==> src/rtl/tevq_pkg.sv <==
`timescale 1ns / 1ps
// ---------------------------------------------------------------------------
// tevq_pkg: shared types and constants of the timed event queue
// Slot count, link encoding, request and status codes, controller
// command and status bundles, and the (time, priority) ordering function.
// ---------------------------------------------------------------------------
package tevq_pkg;

   localparam int SLOT_COUNT = 32;
   localparam int IDX_W      = $clog2(SLOT_COUNT);
   localparam int LINK_W     = $clog2(SLOT_COUNT + 1);
   localparam logic [LINK_W-1:0] LINK_NULL = LINK_W'(SLOT_COUNT);

   // field widths of the beats
   localparam int SEC_W    = 32;
   localparam int NSEC_W   = 30;
   localparam int PRIO_W   = 8;
   localparam int TAG_W    = 16;
   localparam int HANDLE_W = 5;
   localparam int SLOT_W   = 5;
   localparam int STATUS_W = 3;
   localparam int REQ_W    = 2;

   // slot record held in the event memory: {tag, priority, nsec, sec}
   localparam int REC_W = SEC_W + NSEC_W + PRIO_W + TAG_W;

   localparam logic signed [SEC_W-1:0]  SEC_INF  = -32'sd1;
   localparam logic signed [PRIO_W-1:0] PRIO_MIN = -8'sd100;
   localparam logic signed [PRIO_W-1:0] PRIO_MAX = 8'sd100;

   typedef enum logic [REQ_W-1:0] {
      REQ_SCHED  = 2'd0,
      REQ_CANCEL = 2'd1,
      REQ_POP    = 2'd2
   } req_code_type;

   typedef enum logic [STATUS_W-1:0] {
      ST_OK         = 3'd0,
      ST_POOL_FULL  = 3'd1,
      ST_BAD_PRIO   = 3'd2,
      ST_BAD_HANDLE = 3'd3,
      ST_NOT_DUE    = 3'd4
   } status_code_type;

   typedef enum logic [2:0] {
      S_IDLE,
      S_DECODE,
      S_WALK,
      S_LINK,
      S_POP_CHECK,
      S_RESPOND
   } ctl_state_type;

   // commands from controller to datapath
   typedef struct packed {
      logic capture;
      logic bad_prio;
      logic pool_full;
      logic alloc;
      logic walk_adv;
      logic link_insert;
      logic cancel_bad;
      logic cancel_exec;
      logic pop_exec;
      logic pop_miss;
      logic nop_res;
      logic load_rsp;
   } ctl_cmd_type;

   // status from datapath to controller
   typedef struct packed {
      logic [REQ_W-1:0] req_type;
      logic             prio_bad;
      logic             free_empty;
      logic             queue_empty;
      logic             handle_bad;
      logic             walk_stop;
      logic             walk_last;
      logic             due;
      logic             rsp_free;
   } ctl_stat_type;

   // a strictly ahead of b in (time, priority) order; -1 seconds is infinity
   function automatic logic key_before(
      input logic signed [SEC_W-1:0]  a_sec,
      input logic [NSEC_W-1:0]        a_nsec,
      input logic signed [PRIO_W-1:0] a_prio,
      input logic signed [SEC_W-1:0]  b_sec,
      input logic [NSEC_W-1:0]        b_nsec,
      input logic signed [PRIO_W-1:0] b_prio
   );
      logic t_before;
      logic t_equal;
      if (b_sec == SEC_INF) begin
         t_before = (a_sec >= 0);
      end else if (a_sec == SEC_INF) begin
         t_before = 1'b0;
      end else if (a_sec < b_sec) begin
         t_before = 1'b1;
      end else if (a_sec > b_sec) begin
         t_before = 1'b0;
      end else begin
         t_before = (a_nsec < b_nsec);
      end
      t_equal = (a_sec == b_sec) && (a_nsec == b_nsec);
      return t_before || (t_equal && (a_prio < b_prio));
   endfunction

endpackage

==> src/rtl/tevq_ctrl.sv <==
`timescale 1ns / 1ps
// ---------------------------------------------------------------------------
// tevq_ctrl: request sequencer of the timed event queue
// Decodes a request, steps the sorted-list walk one link per cycle,
// and hands the finished result to the response register.
// ---------------------------------------------------------------------------
module tevq_ctrl
   import tevq_pkg::*;
(
   input  logic         clock,
   input  logic         reset,
   input  logic         req_valid,
   output logic         req_ready,
   input  ctl_stat_type stat,
   output ctl_cmd_type  cmd
);

   ctl_state_type state_ff, state_in;

   // next state
   always_comb begin
      state_in = state_ff;
      unique case (state_ff)
         S_IDLE: begin
            if (req_valid) state_in = S_DECODE;
         end
         S_DECODE: begin
            state_in = S_RESPOND;
            case (stat.req_type)
               REQ_SCHED: begin
                  if (!stat.prio_bad && !stat.free_empty) begin
                     state_in = stat.queue_empty ? S_LINK : S_WALK;
                  end
               end
               REQ_POP: begin
                  if (!stat.queue_empty) state_in = S_POP_CHECK;
               end
               default: state_in = S_RESPOND;
            endcase
         end
         S_WALK: begin
            if (stat.walk_stop || stat.walk_last) state_in = S_LINK;
         end
         S_LINK:      state_in = S_RESPOND;
         S_POP_CHECK: state_in = S_RESPOND;
         S_RESPOND: begin
            if (stat.rsp_free) state_in = S_IDLE;
         end
         default: state_in = S_IDLE;
      endcase
   end

   // command outputs
   always_comb begin
      cmd       = '0;
      req_ready = (state_ff == S_IDLE);
      unique case (state_ff)
         S_IDLE: cmd.capture = req_valid;
         S_DECODE: begin
            unique case (stat.req_type)
               REQ_SCHED: begin
                  if (stat.prio_bad)        cmd.bad_prio  = 1'b1;
                  else if (stat.free_empty) cmd.pool_full = 1'b1;
                  else                      cmd.alloc     = 1'b1;
               end
               REQ_CANCEL: begin
                  if (stat.handle_bad) cmd.cancel_bad  = 1'b1;
                  else                 cmd.cancel_exec = 1'b1;
               end
               REQ_POP: begin
                  if (stat.queue_empty) cmd.pop_miss = 1'b1;
               end
               default: cmd.nop_res = 1'b1;
            endcase
         end
         S_WALK:      cmd.walk_adv = !stat.walk_stop;
         S_LINK:      cmd.link_insert = 1'b1;
         S_POP_CHECK: begin
            cmd.pop_exec = stat.due;
            cmd.pop_miss = !stat.due;
         end
         S_RESPOND:   cmd.load_rsp = stat.rsp_free;
         default:     cmd = '0;
      endcase
   end

   always_ff @(posedge clock) begin
      if (reset) begin
         state_ff <= S_IDLE;
      end else begin
         state_ff <= state_in;
      end
   end

endmodule

==> config.mk <==
export PLATFORM = sky130hd
export DESIGN_NAME = tevq_ctrl
export DESIGN_NICKNAME = d
export VERILOG_FILES = /design/src/rtl/tevq_pkg.sv /design/src/rtl/tevq_ctrl.sv
export SDC_FILE = /design/constraint.sdc
export NUM_CORES = 1
export LEC_CHECK = 0
export BUFFER_PORTS_ARGS = -buffer_cell sky130_fd_sc_hd__buf_2
export CAP_MARGIN = 20
export CELL_PAD_IN_SITES_DETAIL_PLACEMENT = 1
export CELL_PAD_IN_SITES_GLOBAL_PLACEMENT = 1
export CORE_MARGIN = 1.5
export CORE_UTILIZATION = 23
export CTS_BUF_LIST = sky130_fd_sc_hd__clkbuf_16
export CTS_CLUSTER_DIAMETER = 150
export DETAILED_ROUTE_END_ITERATION = 6
export MAX_ROUTING_LAYER = met4
export PLACE_DENSITY = 0.82
export SKIP_LAST_GASP = 1
export SLEW_MARGIN = 20
export SYNTH_ARGS = -nofsm -noshare
export SYNTH_HDL_FRONTEND = slang
export SYNTH_SLANG_ARGS = --single-unit
==> constraint.sdc <==
create_clock -name clock -period 1.4 [get_ports clock]
set_clock_uncertainty 0.15 [all_clocks]
set_input_delay 0.28 -clock clock [delete_from_list [all_inputs] [get_ports clock]]
set_output_delay 0.28 -clock clock [all_outputs]
set_load 0.02 [all_outputs]
==> metrics, run 1 <==
# hold bufs at CTS=0; PwrDens=951.2 nW/um^2; DPL Wire Length=~990 um; Hold Fails Final Rpt=0; Area Growth Syn to Fin=166.0%; # nets final=100; Syn Std Cell Area=331.6 um^2; vias per std cell=5.267; Syn Area/Cell=7.368 um^2; Congestion Overflow GR=0; PortBufs=25; die area=1679 um^2; Critical Path RT=970 ps; Synth top area share=a little under a fifth; Clock transition at path regs=30 ps; EDFF count, synth=0; Pre-antenna DRT Iters=4; # rows=13; post-synthesis sequential area ratio=a little under a fifth; TritonCTS clock tree=built; Fillers=143; Clock Tree Buf Depth=2; non-filler instance count after layout=101; die width=40.97 um; worst hold margin=116.4 ps; gr usage total=22.32%; Mapped Cells=45; Worst setup EP type=primary output; Place WS=-85.47 ps; max reg flops=3; Core ar.=1318 um^2; max_cap viols=0; Slew Limit Fails=0; H-tree depth=1; Post-Route Utilization=66.95%; synth cell count leaders=5 x nor2_1, 4 x and3_1, 4 x nor3_1; clk root buf=clkbuf_16; share of flip-flops with an asynchronous set or reset=0%; Inserted Clock Buffers=3; ant diodes=0; Boundary Pins=26; Clock Sink Count=3; status=finished with violations; worst-path fanout max=5; area leader, netlist=dfxtp_1; Clk Latency, worst-skew pair=220 ps; chip height=40.97 um; worst min path class=in2reg; warnings from Yosys=0; ranking of synthesized cells by area=dfxtp_1 18%, and3_1 7.5%, nor3_1 6.0%; final setup vio count=14; antenna-violating nets left=0; count leader, synth=nor2_1; Post-synth top flop=dfxtp_1; Starting Density=about a quarter; failing checks=negative setup slack; drt first-iter violations=8; RSZ-0062 raised after global routing=yes; Routability Congestion=0.8895; syn_nets=58; Tot Pwr=0.8391 mW; Placed Cells=92; DR WL/cell=about 20 um; DRC viols=0; final period utilization=117.4%; Setup WS post-layout=-243.9 ps; largest net degree at the start of global routing=10; routed wire length=2017 um; leakage power figure=0.4144 nW; initial antenna violation count=0; Largest regs=state_ff (3); Startpoint Class=register; Max Clk Rate=about 610 MHz; Via Count=532; slew margin rel.=83.01%; number of global-route vias before repair=495; number of synthesized register bits=3; CP Class=reg2out; Worst-Margin Slew=between 200 and 300 ps; Top reg by flops=state_ff; Worst VDD drop=1.220 mV; Netlist cell types=25; CP Data Arrival Time=between 1000 and 1500 ps; layout cells sized above 1=73.26%; first-pass GRT wire length=2297 um; Final min period=1644 ps
==> report_power, final <==
| part | internal (mW) | switching, mW |
|---|---|---|
| clock network | 0.368 | 0.0715 |
| registers | 0.0936 | 0.0152 |
| logic | 0.156 | 0.135 |
| total | 0.617 | 0.222 |
==> through the flow <==
stage	instance area, um^2	setup TNS, ps
6_report	882.1	-2659
5_1_grt	882.1	-3143
4_1_cts	789.5	-2213
3_5_place_dp	590.6	-380.5
3_3_place_gp	590.6	-249.9
2_1_floorplan	376.6	-117.3
==> cell families (layout without fill, tap and decap cells) <==
group | after synthesis | in the layout | synth area share [%]
AOI/OAI and AO/OA | 10 | 10 | 22.64
buffers and inverters | 3 | 44 | 5.284
DFF | 3 | 3 | 18.11
and+or+nand+nor | 29 | 29 | 53.96
==> per-layer routing <==
metal | GRT usage (%) | vias up | part of all wire, %
li1 | - | 251 | -
met1 | 22.65 | 256 | 38
met2 | 36.72 | 21 | 57
met3 | 5.435 | 4 | 2.8
met4 | 16.67 | 0 | 2.4
met5 | - | - | 0
==> layout make-up <==
cell class	count	area, um^2	area share (%)
flip-flops and latches	3	71.32	8.085
clock inverters	1	3.754	0.4255
clock buffers	3	75.07	8.511
multi-input cells	39	356.6	40.43
repair buffers	40	356.6	40.43
well taps	15	18.77	2.128
==> final timing paths <==
| path | start | endpoint | slack [ps] | cells after the start |
|---|---|---|---|---|
| worst max-delay path | state_ff[1]$_SDFFE_PP0P_ | cmd[1] | -240 | 3 |
| worst min-delay path | reset | state_ff[2]$_SDFFE_PP0P_ | 120 | 2 |
| worst max register to register | state_ff[1]$_SDFFE_PP0P_ | state_ff[0]$_SDFFE_PP0P_ | -90 | 5 |
| worst min register to register | state_ff[2]$_SDFFE_PP0P_ | state_ff[0]$_SDFFE_PP0P_ | 540 | 3 |
==> critical path: stages, from the launching register on <==
cell and delay (ps):
dfxtp_4 380, and2b_2 260, and3_1 220, buf_6 140
==> timing repair <==
action	in CTS	in global routing
resized for setup	32	16
endpoints found under the setup margin	13	13
gates cloned	0	1
pin swaps	6	5
setup buffers	3	2
==> cell usage in the layout (no fill, tap or decap), types with 2 or more instances in the layout <==
cell	instances
a21o_1	2
a21oi_1	2
and2_4	2
and3_1	3
and3_4	2
buf_2	12
buf_4	13
buf_6	11
buf_8	2
clkbuf_16	4
dfxtp_4	3
nand2_1	2
nor2_1	3
nor2_4	2
nor3_1	2
nor3_4	2
Note: power is estimated with default switching activity, not from simulation.
==> run 2, diff against run 1 <==
- SETUP_SLACK_MARGIN: not set -> 0.5
==> metrics, run 2 (synthesized netlist as in run 1, its figures left out) <==
Fillers=126 (was 143); worst-path fanout max=7 (was 5); antenna-violating nets left=0 (unchanged); Top reg by flops=state_ff (unchanged); Worst-Margin Slew=287.5 ps (was 254.8 ps); Pre-antenna DRT Iters=4 (unchanged); DRC viols=0 (unchanged); Via Count=563 (was 532); Congestion Overflow GR=0 (unchanged); Final min period=1650 ps (was 1644 ps); Post-Route Utilization=72.08% (was 66.95%); ant diodes=0 (unchanged); CP Data Arrival Time=1220 ps (was 1210 ps); DPL Wire Length=1276 um (was 985.1 um); Place WS=-152.6 ps (was -85.47 ps); Slew Limit Fails=0 (unchanged); max reg flops=3 (unchanged); drt first-iter violations=14 (was 8); slew margin rel.=80.74% (was 83.01%); chip height=40.97 um (unchanged); failing checks=negative setup slack (unchanged); Starting Density=25.17% (unchanged); Int Power=0.6375 mW (was 0.6170 mW); Clock Sink Count=3 (unchanged); Crit path largest cell delay=330 ps (was 380 ps); Reg power frac=12.1% (was 13.0%); number of global-route vias before repair=561 (was 495); CP Class=reg2out (unchanged); H-tree depth=1 (unchanged); Critical Path RT=970 ps (about the same); PwrDens=937.5 nW/um^2 (was 951.2 nW/um^2); Core ar.=1318 um^2 (unchanged); die area=1679 um^2 (unchanged); first-pass GRT wire length=2580 um (was 2297 um); DR WL/cell=21.05 um (was 19.97 um); final period utilization=117.9% (was 117.4%); Worst VDD drop=1.373 mV (was 1.220 mV); Startpoint Class=register (unchanged); # hold bufs at CTS=0 (unchanged); Storage cell area=68.82 um^2 (was 71.32 um^2); routed wire length=2252 um (was 2017 um); slowest cell on the critical path=dfxtp_2 (was dfxtp_4); largest net degree at the start of global routing=8 (was 10); initial antenna violation count=0 (unchanged); Worst Path Buf+Inv=2 (was 1); Psw=0.2528 mW (was 0.2220 mW); Tot Pwr=0.8903 mW (was 0.8391 mW); max_cap viols=0 (unchanged); clk root buf=clkbuf_16 (unchanged); cell family with the largest share of critical-path delay=flip-flops (was simple AND/OR/NAND/NOR gates); Setup WS post-layout=-250.3 ps (was -243.9 ps); Boundary Pins=26 (unchanged); # rows=13 (unchanged); leakage power figure=0.4398 nW (was 0.4144 nW); area taken by multi-input logic gates=396.6 um^2 (was 356.6 um^2); most frequent cells in the layout=17 x buf_6, 16 x buf_4, 12 x buf_2 (was 13 x buf_4, 12 x buf_2, 11 x buf_6); Clk Latency, worst-skew pair=230 ps (was 220 ps); Inserted Clock Buffers=3 (unchanged); layout cells sized above 1=82.61% (was 73.26%); status=finished with violations (unchanged); final setup vio count=14 (unchanged); TritonCTS clock tree=built (unchanged); Clock transition at path regs=30 ps (about the same); crit-path cells=buf_6 -> nor2_2 -> nand2_1 -> a21oi_2 -> buf_4 (was and2b_2 -> and3_1 -> buf_6); power share of the clock group=51.3% (was 52.3%); Area Growth Syn to Fin=186.4% (was 166.0%); Largest regs=state_ff (3) (unchanged); Routability Congestion=0.6554 (was 0.8895); # nets final=106 (was 100); setup TNS=-2733 ps (was -2659 ps); Logic pwr share=36.6% (was 34.7%); vias per std cell=5.262 (was 5.267); most common cell after layout, fill and taps aside=buf_6 (was buf_4); die width=40.97 um (unchanged); RSZ-0062 raised after global routing=yes (unchanged); PortBufs=25 (unchanged); Clock Tree Buf Depth=2 (unchanged); gr usage total=25.55% (was 22.32%); Hold Fails Final Rpt=0 (unchanged); switching part of the total power=28.39% (was 26.46%); Max Clk Rate=606.0 MHz (was 608.3 MHz); Worst setup EP type=primary output (unchanged); worst min path class=in2reg (unchanged)
-- run 2: changes by cell type in the layout (fill, tap and decap cells not counted), sizes merged --
cell    before  now
clkbuf       4    3
buf         39   46
-- run 2: timing repair --
action,in CTS,in global routing
resized for setup,37,11
pin swaps,12,9
hold endpoints to repair,0,0
setup endpoints to repair,16,16
setup buffers,1,6
-- run 2: cell type report --
type	count	share of cell area (%)
repair buffers	46	40.71
flip-flops and latches	3	7.246
clock inverters	1	0.3953
multi-input cells	39	41.77
well taps	15	1.976
clock buffers	3	7.905
-- run 2: metrics by stage --
| step | instance area, um^2 | hold slack (ps) | instances |
|---|---|---|---|
| 2_1_floorplan | 432.9 | 191.7 | 45 |
| 3_3_place_gp | 651.9 | 327.7 | 96 |
| 3_5_place_dp | 651.9 | 338.5 | 96 |
| 4_1_cts | 862.1 | 102.0 | 101 |
| 5_1_grt | 949.7 | 110.6 | 107 |
| 6_report | 949.7 | 102.8 | 107 |
-- run 2: final timing paths --
kind	depth (start not counted)	start	slack, ps	end
worst max-delay path	5	state_ff[0]$_SDFFE_PP0P_	-250	cmd[2]
worst min-delay path	2	reset	100	state_ff[2]$_SDFFE_PP0P_
worst max register to register	6	state_ff[1]$_SDFFE_PP0P_	-100	state_ff[0]$_SDFFE_PP0P_
worst min register to register	3	state_ff[2]$_SDFFE_PP0P_	570	state_ff[1]$_SDFFE_PP0P_
-- run 2: power groups by stage --
stage	Combinational, mW	Clock [mW]	Sequential [mW]
2_1_floorplan	0.140	0	0.101
3_3_place_gp	0.219	0	0.105
3_5_place_dp	0.232	0	0.106
4_1_cts	0.279	0.453	0.106
5_1_grt	0.340	0.469	0.109
6_report	0.326	0.457	0.108
-- run 2: per-layer routing --
layer	vias to the layer above	GRT usage [%]	wire length, um
met5	-	-	0
met4	0	12.50	42
met3	4	1.630	96
met2	26	51.56	1288
met1	270	23.30	825
li1	263	-	-
==> run 3, diff against run 2 <==
- PLACE_DENSITY: 0.82 -> not set
- PLACE_DENSITY_LB_ADDON: not set -> 0.1
==> metrics, run 3 (synthesized netlist as in run 1, its figures left out) <==
Final Cell Area=929.6 um^2 (was 949.7 um^2); vias per std cell=5.200 (was 5.262); GRT Max-Usage Layer=met2 (unchanged); Slew Limit Fails=0 (unchanged); most common cell after layout, fill and taps aside=buf_6 (unchanged); setup TNS=-2686 ps (was -2733 ps); number of global-route vias before repair=557 (was 561); max_cap viols=0 (unchanged); GRT met3 Usage=4.891% (was 1.630%); Hold Path Cell Cnt=2 (unchanged); final setup vio count=14 (unchanged); Routability Congestion=0.7163 (was 0.6554); final period utilization=116.5% (was 117.9%); # hold bufs at CTS=0 (unchanged); # rows=13 (unchanged); Congestion Overflow GR=0 (unchanged); slew margin rel.=83.50% (was 80.74%); Final min period=1631 ps (was 1650 ps); largest net degree at the start of global routing=8 (unchanged); drt first-iter violations=6 (was 14); worst min path class=in2reg (unchanged); ant diodes=0 (unchanged); most frequent cells in the layout=15 x buf_6, 14 x buf_4, 12 x buf_2 (was 17 x buf_6, 16 x buf_4, 12 x buf_2); CP Data Arrival Time=1200 ps (was 1220 ps); die area=1679 um^2 (unchanged); Place WS=-130.7 ps (was -152.6 ps); DRC viols=0 (unchanged); antenna-violating nets left=0 (unchanged); Hold Path Sink=state_ff[2]$_SDFFE_PP0P_ (unchanged); H-tree depth=1 (unchanged); area of placed instances=641.9 um^2 (was 651.9 um^2); DR WL/cell=18.05 um (was 21.05 um); met2 Use GR=47.66% (was 51.56%); die width=40.97 um (unchanged); Largest regs=state_ff (3) (unchanged); Clock transition at path regs=30 ps (about the same); Via Count=546 (was 563); Setup WS post-layout=-231.4 ps (was -250.3 ps); TritonCTS clock tree=built (unchanged); Clock Tree Buf Depth=2 (unchanged); first-pass GRT wire length=2746 um (was 2580 um); Core ar.=1318 um^2 (unchanged); gr usage total=28.11% (was 25.55%); Placed Cells=93 (was 96); Boundary Pins=26 (unchanged); Inserted Clock Buffers=3 (unchanged); Critical Path RT=970 ps (about the same); R2R Path End=state_ff[0]$_SDFFE_PP0P_ (unchanged); Worst setup EP type=primary output (unchanged); Clock Sink Count=3 (unchanged); Startpoint Class=register (unchanged); Hold Fails Final Rpt=0 (unchanged); worst reg2reg path depth=6 (unchanged); Hold Path Origin=reset (unchanged); initial antenna violation count=0 (unchanged); failing checks=negative setup slack (unchanged); RSZ-0062 raised after global routing=yes (unchanged); non-filler instance count after layout=105 (was 107); routed wire length=1895 um (was 2252 um); Post-Route Utilization=70.56% (was 72.08%); Worst-Margin Slew=247.2 ps (was 287.5 ps); Worst R2R Start=state_ff[2]$_SDFFE_PP0P_ (was state_ff[1]$_SDFFE_PP0P_); PwrDens=966.5 nW/um^2 (was 937.5 nW/um^2); Max Clk Rate=613.0 MHz (was 606.0 MHz); clk root buf=clkbuf_16 (unchanged); status=finished with violations (unchanged); met1 usage=28.90% (was 23.30%); Pre-antenna DRT Iters=4 (unchanged); DPL Wire Length=1126 um (was 1276 um); flop2flop setup slack=0 ps (was -100 ps); Clk Latency, worst-skew pair=230 ps (about the same); Area Growth Syn to Fin=180.4% (was 186.4%); layout cells sized above 1=81.11% (was 82.61%); PortBufs=25 (unchanged); leakage power figure=0.4274 nW (was 0.4398 nW); worst hold margin=110.0 ps (was 102.8 ps); chip height=40.97 um (unchanged); Tot Pwr=0.8985 mW (was 0.8903 mW); CP Class=reg2out (unchanged); Top reg by flops=state_ff (unchanged); Starting Density=25.17% (unchanged); max reg flops=3 (unchanged); worst-path fanout max=4 (was 7); # nets final=104 (was 106); Worst VDD drop=0.9806 mV (was 1.373 mV)
==> run 3: area by class of cell <==
type	instances	area, um^2
flip-flops and latches	3	71.32
well taps	15	18.77
clock buffers	3	75.07
repair buffers	44	384.1
fillers	138	387.9
multi-input cells	39	376.6
clock inverters	1	3.754
==> run 3: critical path: stages (launching register included) <==
cell	delay, ps
dfxtp_4	360
nor3b_4	270
and3_4	230
buf_6	110
==> run 3: worst max-delay path by stage <==
| stage | startpoint | endpoint | slack [ps] | cells past startpoint |
|---|---|---|---|---|
| final | state_ff[0]$_SDFFE_PP0P_ | cmd[10] | -230 | 3 |
| after global routing | state_ff[0]$_SDFFE_PP0P_ | cmd[9] | -290 | 3 |
| after CTS | state_ff[2]$_SDFFE_PP0P_ | cmd[10] | -260 | 3 |
| after detailed placement | state_ff[0]$_SDFFE_PP0P_ | cmd[2] | -130 | 4 |
| after global placement | stat[9] | cmd[4] | -80 | 5 |
| after floorplan | state_ff[1]$_SDFFE_PP0P_ | cmd[11] | -10 | 3 |
==> run 3: metal layers <==
layer,vias to the layer above,wire length [um]
met4,0,56
li1,260,-
met5,-,0
met1,255,733
met2,24,1017
met3,7,87
==> run 3: where the power goes <==
| group | leakage (nW) | total (mW) | internal [mW] | switching (mW) |
|---|---|---|---|---|
| Sequential | 0.0267 | 0.109 | 0.0935 | 0.0155 |
| Clock | 0.0423 | 0.466 | 0.370 | 0.0962 |
| Combinational | 0.358 | 0.323 | 0.181 | 0.142 |
==> run 3: timing repair <==
action | 4_1_cts | 5_1_grt
pin swaps | 11 | 9
setup buffers | 7 | 1
gates resized for setup | 39 | 7
setup endpoints to repair | 16 | 16
